[src/drw_pkg.sv]
`timescale 1ns / 1ps
// ----------------------------------------------------------------------------
// drw_pkg
// Shared widths, constants and types for the datagram replay window check.
// ----------------------------------------------------------------------------
package drw_pkg;

    // Field widths
    localparam int TAG_W = 32;
    localparam int SEQ_W = 64;
    localparam int LEN_W = 11;

    // Header layout and tag value ("LRGD" in ASCII)
    localparam int              HEADER_BYTES = 12;
    localparam logic [TAG_W-1:0] TAG_VALUE   = 32'h4C52_4744;

    // Parameter defaults
    localparam int WINDOW_BITS_DEF  = 64;
    localparam int MAX_DATAGRAM_DEF = 1112;

    // Control from the pipeline to the window unit
    typedef struct packed {
        logic advance;      // request in the input register moves on this cycle
        logic well_formed;  // length, tag and sequence passed the header check
    } t_win_ctrl;

endpackage

[src/drw_window.sv]
`timescale 1ns / 1ps
// ----------------------------------------------------------------------------
// drw_window
// Sliding anti-replay window: highest sequence seen plus a bitmap of the
// numbers just below it. Decides freshness and commits the update.
// ----------------------------------------------------------------------------
module drw_window #(
    parameter int WINDOW_BITS = drw_pkg::WINDOW_BITS_DEF
) (
    input  logic                     i_clk,
    input  logic                     i_rst_n,
    input  drw_pkg::t_win_ctrl       i_ctrl,
    input  logic [drw_pkg::SEQ_W-1:0] i_seq,
    output logic                     o_fresh
);

    localparam int IDX_W = $clog2(WINDOW_BITS);

    logic [drw_pkg::SEQ_W-1:0] r_highest;
    logic [drw_pkg::SEQ_W-1:0] n_highest;
    logic [WINDOW_BITS-1:0]    r_bitmap;
    logic [WINDOW_BITS-1:0]    n_bitmap;

    logic                      newer;
    logic [drw_pkg::SEQ_W-1:0] dist_up;
    logic [drw_pkg::SEQ_W-1:0] dist_down;
    logic                      far_up;
    logic                      far_down;
    logic [IDX_W-1:0]          idx_up;
    logic [IDX_W-1:0]          idx_down;
    logic                      fresh;

    // Distances either side of the window anchor
    assign newer     = i_seq > r_highest;
    assign dist_up   = i_seq - r_highest;
    assign dist_down = r_highest - i_seq;
    assign far_up    = dist_up   >= drw_pkg::SEQ_W'(WINDOW_BITS);
    assign far_down  = dist_down >= drw_pkg::SEQ_W'(WINDOW_BITS);
    assign idx_up    = dist_up[IDX_W-1:0];
    assign idx_down  = dist_down[IDX_W-1:0];

    // Decide freshness and form the next window
    always_comb begin
        fresh     = 1'b0;
        n_highest = i_seq;
        n_bitmap  = r_bitmap;
        if (newer) begin
            fresh = 1'b1;
            if (far_up) begin
                n_bitmap = WINDOW_BITS'(1);
            end else begin
                n_bitmap = (r_bitmap << idx_up) | WINDOW_BITS'(1);
            end
        end else begin
            n_highest = r_highest;
            if (!far_down) begin
                if (!r_bitmap[idx_down]) begin
                    fresh    = 1'b1;
                    n_bitmap = r_bitmap | (WINDOW_BITS'(1) << idx_down);
                end
            end
        end
    end

    assign o_fresh = fresh;

    // Commit only for an accepted request; rejected ones leave the window alone
    always_ff @(posedge i_clk) begin
        if (!i_rst_n) begin
            r_highest <= '0;
            r_bitmap  <= '0;
        end else if (i_ctrl.advance && i_ctrl.well_formed && fresh) begin
            r_highest <= n_highest;
            r_bitmap  <= n_bitmap;
        end
    end

endmodule

[src/datagram_replay_window_check.sv]
`timescale 1ns / 1ps
// ----------------------------------------------------------------------------
// datagram_replay_window_check
// Header check and sliding-window replay filter for received datagrams.
// ----------------------------------------------------------------------------
// One request is taken every clock cycle while the input stall is low, and
// each gives exactly one result: the request is held in the input register,
// where the length, tag and sequence checks and the window compare, subtract
// and shift all settle, and then moves to the result register. The window
// state is updated at the same edge that loads the result, so the next
// request sees it at once.
// A stall on the result side holds the result register and, through it, the
// input register; input stall rises only while both are full and held.
// ----------------------------------------------------------------------------
module datagram_replay_window_check #(
    parameter int WINDOW_BITS  = drw_pkg::WINDOW_BITS_DEF,
    parameter int MAX_DATAGRAM = drw_pkg::MAX_DATAGRAM_DEF
) (
    input  logic                      i_clk,
    input  logic                      i_rst_n,
    // Request channel
    input  logic                      i_in_valid,
    output logic                      o_in_stall,
    input  logic [drw_pkg::TAG_W-1:0] i_tag_word,
    input  logic [drw_pkg::SEQ_W-1:0] i_seq_number,
    input  logic [drw_pkg::LEN_W-1:0] i_datagram_length,
    // Result channel
    output logic                      o_out_valid,
    input  logic                      i_out_stall,
    output logic                      o_accepted,
    output logic [drw_pkg::SEQ_W-1:0] o_seq_out,
    output logic [drw_pkg::LEN_W-1:0] o_payload_length
);

    logic                      r_in_valid;
    logic [drw_pkg::TAG_W-1:0] r_tag;
    logic [drw_pkg::SEQ_W-1:0] r_seq;
    logic [drw_pkg::LEN_W-1:0] r_len;

    logic                      r_out_valid;
    logic                      r_accepted;
    logic [drw_pkg::SEQ_W-1:0] r_seq_out;
    logic [drw_pkg::LEN_W-1:0] r_payload;

    logic                      advance;
    logic                      load_in;
    logic                      header_ok;
    logic                      fresh;
    logic                      accept;
    drw_pkg::t_win_ctrl        win_ctrl;

    // Handshake: move on when the result register is free or being drained
    assign advance    = !r_out_valid || !i_out_stall;
    assign o_in_stall = r_in_valid && !advance;
    assign load_in    = !r_in_valid || advance;

    // Check the header fields
    assign header_ok = (32'(r_len) >= 32'(drw_pkg::HEADER_BYTES))
                    && (32'(r_len) <= 32'(MAX_DATAGRAM))
                    && (r_tag == drw_pkg::TAG_VALUE)
                    && (r_seq != '0);

    assign win_ctrl.advance     = r_in_valid && advance;
    assign win_ctrl.well_formed = header_ok;

    drw_window #(
        .WINDOW_BITS (WINDOW_BITS)
    ) u_window (
        .i_clk   (i_clk),
        .i_rst_n (i_rst_n),
        .i_ctrl  (win_ctrl),
        .i_seq   (r_seq),
        .o_fresh (fresh)
    );

    assign accept = header_ok && fresh;

    // Hold the request in the input register
    always_ff @(posedge i_clk) begin
        if (!i_rst_n) begin
            r_in_valid <= 1'b0;
        end else if (load_in) begin
            r_in_valid <= i_in_valid;
        end
    end

    always_ff @(posedge i_clk) begin
        if (load_in && i_in_valid) begin
            r_tag <= i_tag_word;
            r_seq <= i_seq_number;
            r_len <= i_datagram_length;
        end
    end

    // Load the result; zero the fields of a rejected request
    always_ff @(posedge i_clk) begin
        if (!i_rst_n) begin
            r_out_valid <= 1'b0;
        end else if (advance) begin
            r_out_valid <= r_in_valid;
        end
    end

    always_ff @(posedge i_clk) begin
        if (advance && r_in_valid) begin
            r_accepted <= accept;
            r_seq_out  <= accept ? r_seq : '0;
            r_payload  <= accept ? (r_len - drw_pkg::LEN_W'(drw_pkg::HEADER_BYTES)) : '0;
        end
    end

    assign o_out_valid      = r_out_valid;
    assign o_accepted       = r_accepted;
    assign o_seq_out        = r_seq_out;
    assign o_payload_length = r_payload;

endmodule

[config.mk]
export PLATFORM = sky130hd
export DESIGN_NAME = datagram_replay_window_check
export DESIGN_NICKNAME = d
export VERILOG_FILES = /design/src/drw_pkg.sv /design/src/drw_window.sv /design/src/datagram_replay_window_check.sv
export SDC_FILE = /design/constraint.sdc
export NUM_CORES = 1
export LEC_CHECK = 0
export ABC_AREA = 1
export BUFFER_PORTS_ARGS = -buffer_cell sky130_fd_sc_hd__buf_2
export CORE_MARGIN = 2
export CORE_UTILIZATION = 40
export CTS_CLUSTER_SIZE = 14
export DETAILED_ROUTE_END_ITERATION = 6
export PLACE_DENSITY_LB_ADDON = 0.3
export SLEW_MARGIN = 20
export SYNTH_ARGS = -nofsm -noshare
export SYNTH_HDL_FRONTEND = slang
export SYNTH_SLANG_ARGS = --single-unit
[constraint.sdc]
create_clock -name i_clk -period 10.9 [get_ports i_clk]
set_input_delay 1.635 -clock i_clk [delete_from_list [all_inputs] [get_ports i_clk]]
set_output_delay 1.635 -clock i_clk [all_outputs]
set_load 0.005 [all_outputs]
==> run_results.csv <==
group,metric,value,unit
outcome,status,"finished, violations left",
outcome,failed_checks,"design-rule violations",
timing,hold_viol_final,0,
yosys,synth_seq_cells,313,
floorplan,dieHeight,273,um
critical_path,crit_slowest_cell,"fa_1",
timing,finalMaxSlewViolations,0,
cells_and_area,n_fill_cell,7887,
timing,post-route-period-util,0.530,
route,drtIter0Drc,3335,
cells_and_area,ff_latch_area,8100,um^2
critical_path,crit_chain,"ha_1, fa_1, clkinv_1, nand3_1, o211ai_1, nand2_1, nand3_1, nand3_1, nand2_1, nand2_1, nand2_1, nand3_1, nor2_1, nand2_1, nor2_1, nand3_1, nand2_2, inv_2, nor2_4, inv_6, buf_4, a21oi_1",
floorplan,core,71600,um^2
global_routing,grt_usage,0.301,
pwr,leakagePower,16.0,nW
clock_tree,cts.path.max_buffers,3,
clock_tree,cts_sinks,313,
critical_path,path_max_fanout,46,
floorplan,io_pins,189,
timing,max_freq,173,MHz
placement,gp_congestion,1.05,
global_routing,grt_pass1_wl,173000,um
critical_path,crit_path_end_kind,"flip-flop",
worst_hold_path,hp-class,"reg2reg",
global_routing,grt_start_max_net_pins,92,
placement,dp_hpwl,91900,um
critical_path,cp_data_required_time,11190,ps
route,viasPerCell,5.27,
yosys,yosys.cell_types.count,49,
yosys,yosysWarnings,0,
critical_path,start_kind,"flip-flop",
critical_path,critPathArrivalTime,6070,ps
global_routing,overflow,0,
floorplan,initial_core_util,0.405,
yosys,synth_seq_area_share,0.279,
global_routing,grt_pass1_vias,29512,
timing,setup_violations,0,
yosys,ys.flop_type,"edfxtp_1",
clock_tree,clkTransAtPathRegs,60,ps
global_routing,antenna_found_initial,1,
clock_tree,cts_setup_buffers,0,
yosys,synth_edf_count,183,
timing,relSlewSlack,0.306,
job,drv_cap,0,
cells_and_area,nets,5143,
critical_path,timing.rr.start,"r_seq[0]$_DFFE_PP_",
route,postRouteAntennaNets,0,
placement,numPortBuffers,188,
critical_path,path_class,"reg2reg",
clock_tree,clock_latency,580,ps
yosys,avgSynthCellArea,6.03,um^2
route,first_pass_iters,7,
critical_path,reg2reg_to,"o_payload_length[7]$_SDFFCE_PN0P_",
timing,tightest_slew,1040,ps
worst_hold_path,min_from,"u_window.r_highest[63]$_SDFFE_PN0P_",
timing,fin_crit,5770,ps
timing,setup_tns,0,ps
clock_tree,cts_hold_buf,0,
clock_tree,cts_buffers,37,
pwr,p_per_area,102,nW/um^2
route,vias,30978,
timing,grt_setup_unrepaired,"false",
pwr,power,3.24,mW
route,drc,6,
clock_tree,htree_levels,2,
floorplan,num_rows,98,
clock_tree,root_buffer,"clkbuf_16",
critical_path,r2r.worst_path.cells,22,
yosys,syn_inst,4803,
yosys,syn-cell-area,29000,um^2
route,routed_wl,114000,um
yosys,synthArstFlopShare,0,
floorplan,die_w,273,um
clock_tree,cts_tree,"yes",
pwr,irDropWorstVdd,0.129,mV
worst_hold_path,holdPathStages,2,
cells_and_area,multi_input_area,17200,um^2
critical_path,reg2reg_slack,5130,ps
critical_path,cpPeakStageDelay,1090,ps
clock_tree,cts_resized,0,
cells_and_area,drive_gt1_frac,0.0866,
cells_and_area,syn2layout_area_growth,9.97,%
worst_hold_path,min_to,"u_window.r_highest[63]$_SDFFE_PN0P_",
route,wl_per_cell,19.4,um
floorplan,dieArea,74600,um^2
timing,finClkSkew,19.4,ps
yosys,syn-num-nets,5045,
-- layout make-up --
| cell class | count | share of cell area |
|---|---|---|
| flip-flops and latches | 313 | 0.254 |
| clock inverters | 12 | 0.00424 |
| well taps | 950 | 0.0373 |
| diodes | 1 | 0.0000785 |
| inverters | 806 | 0.0953 |
| multi-input cells | 3532 | 0.540 |
| repair buffers | 211 | 0.0353 |
| clock buffers | 55 | 0.0341 |
-- critical path, delay by kind of cell, from the launching register on --
| kind | cells | cell delay, ps |
|---|---|---|
| AOI/OAI and AO/OA | 2 | 190 |
| adders and majority gates | 2 | 1350 |
| buffers and inverters | 4 | 2200 |
| DFF | 1 | 430 |
| and+or+nand+nor | 14 | 1230 |
-- registers in the layout, summed over array words and instances (netlist names) --
signal / cells
o_payload_length: 11
o_out_valid: 1
o_seq_out: 64
u_window.r_bitmap: 64
o_accepted: 1
r_in_valid: 1
r_seq: 64
r_len: 11
r_tag: 32
u_window.r_highest: 64
-- kinds of logic after synthesis --
logic type	count (synthesis)	synth area share
xor+xnor	15	0.00453
flops	313	0.279
simple gates	2723	0.399
mux	56	0.0193
buf+inv	958	0.129
fa+ha+maj	131	0.0571
compound gates	607	0.112
-- synth_stat cells, types with 10 or more instances --
cell      count  share of area
a21oi_1     208          0.036
buf_1        21         0.0027
buf_2        38         0.0066
clkbuf_1     87          0.011
dfxtp_1     130          0.090
edfxtp_1    183           0.19
ha_1        129          0.056
inv_1       774           0.10
inv_2        24         0.0031
mux2i_1      56          0.019
nand2_1    1741           0.23
nand2_2      10         0.0022
nand3_1     318          0.055
nand4_1      93          0.020
nor2_1      405          0.052
nor2_2       43         0.0093
nor2_4       55          0.021
nor3_1       18         0.0031
nor4_1       13         0.0028
o211ai_1     14         0.0036
o21ai_0     308          0.053
o21ai_1      21         0.0036
o21bai_1     17         0.0044
xor2_1       14         0.0042
-- how the worst max path moves through the flow --
stage                                   endpoint                from  slack, ps  cells past startpoint
6_report       o_payload_length[7]$_SDFFCE_PN0P_  r_seq[0]$_DFFE_PP_       5130                     22
5_1_grt        o_payload_length[7]$_SDFFCE_PN0P_  r_seq[0]$_DFFE_PP_       4670                     22
4_1_cts        o_payload_length[7]$_SDFFCE_PN0P_  r_seq[0]$_DFFE_PP_       5160                     22
3_5_place_dp   o_payload_length[7]$_SDFFCE_PN0P_  r_seq[0]$_DFFE_PP_       5130                     22
3_3_place_gp   o_payload_length[5]$_SDFFCE_PN0P_  r_seq[0]$_DFFE_PP_       5220                     22
2_1_floorplan                 r_len[0]$_DFFE_PP_         i_out_stall       6470                      5
-- layer usage --
metal  global-route usage  vias up  share of wire  wire [um]
met5                    0        -              0          0
met4                0.138        0          0.049       5620
met3               0.0452      267          0.079       9060
met2                0.497     1271           0.45      51700
met1                0.386    14107           0.42      47700
li1                     -    15333              -          -
-- through the flow --
stage,instances,util,hold slack (ps),instance area [um^2],worst slack (ps)
6_report,5880,0.445,461,31900,5130
4_1_cts,5878,0.445,466,31800,5160
3_5_place_dp,5811,0.428,458,30600,5130
2_1_floorplan,4803,-,433,29000,6470
5_1_grt,5879,0.445,492,31900,4670
3_3_place_gp,5811,0.428,446,30600,5220
-- where the power goes --
group          switching [mW]  leakage (nW)  internal [mW]
Clock                   0.519         0.595          0.741
Combinational           0.482          12.7          0.181
Sequential             0.0217          2.78           1.29
-- layout by cell type, fill, tap and decap left out, types with 3 or more instances in the layout --
master / count
o21a_1: 3
nand2_1: 1740
nor4_1: 13
clkbuf_8: 5
or2_2: 5
nand3_1: 317
clkinv_2: 4
a31oi_1: 7
nor2_4: 55
o221ai_1: 5
mux2i_1: 56
o21ai_0: 308
buf_2: 187
clkbuf_1: 11
nand2_2: 11
edfxtp_1: 183
nand4_1: 93
inv_1: 772
a21o_1: 3
clkinv_1: 10
o21bai_1: 17
nor3_1: 17
inv_2: 24
nor2_1: 405
clkbuf_16: 39
o22ai_1: 5
nor3_2: 8
o221a_2: 6
nor2_2: 43
nand3b_1: 5
o21ai_1: 21
xor2_1: 13
buf_4: 23
a21oi_1: 208
o211ai_1: 14
ha_1: 128
dfxtp_1: 130
and2_1: 4
Note: power is estimated with default switching activity, not from simulation.
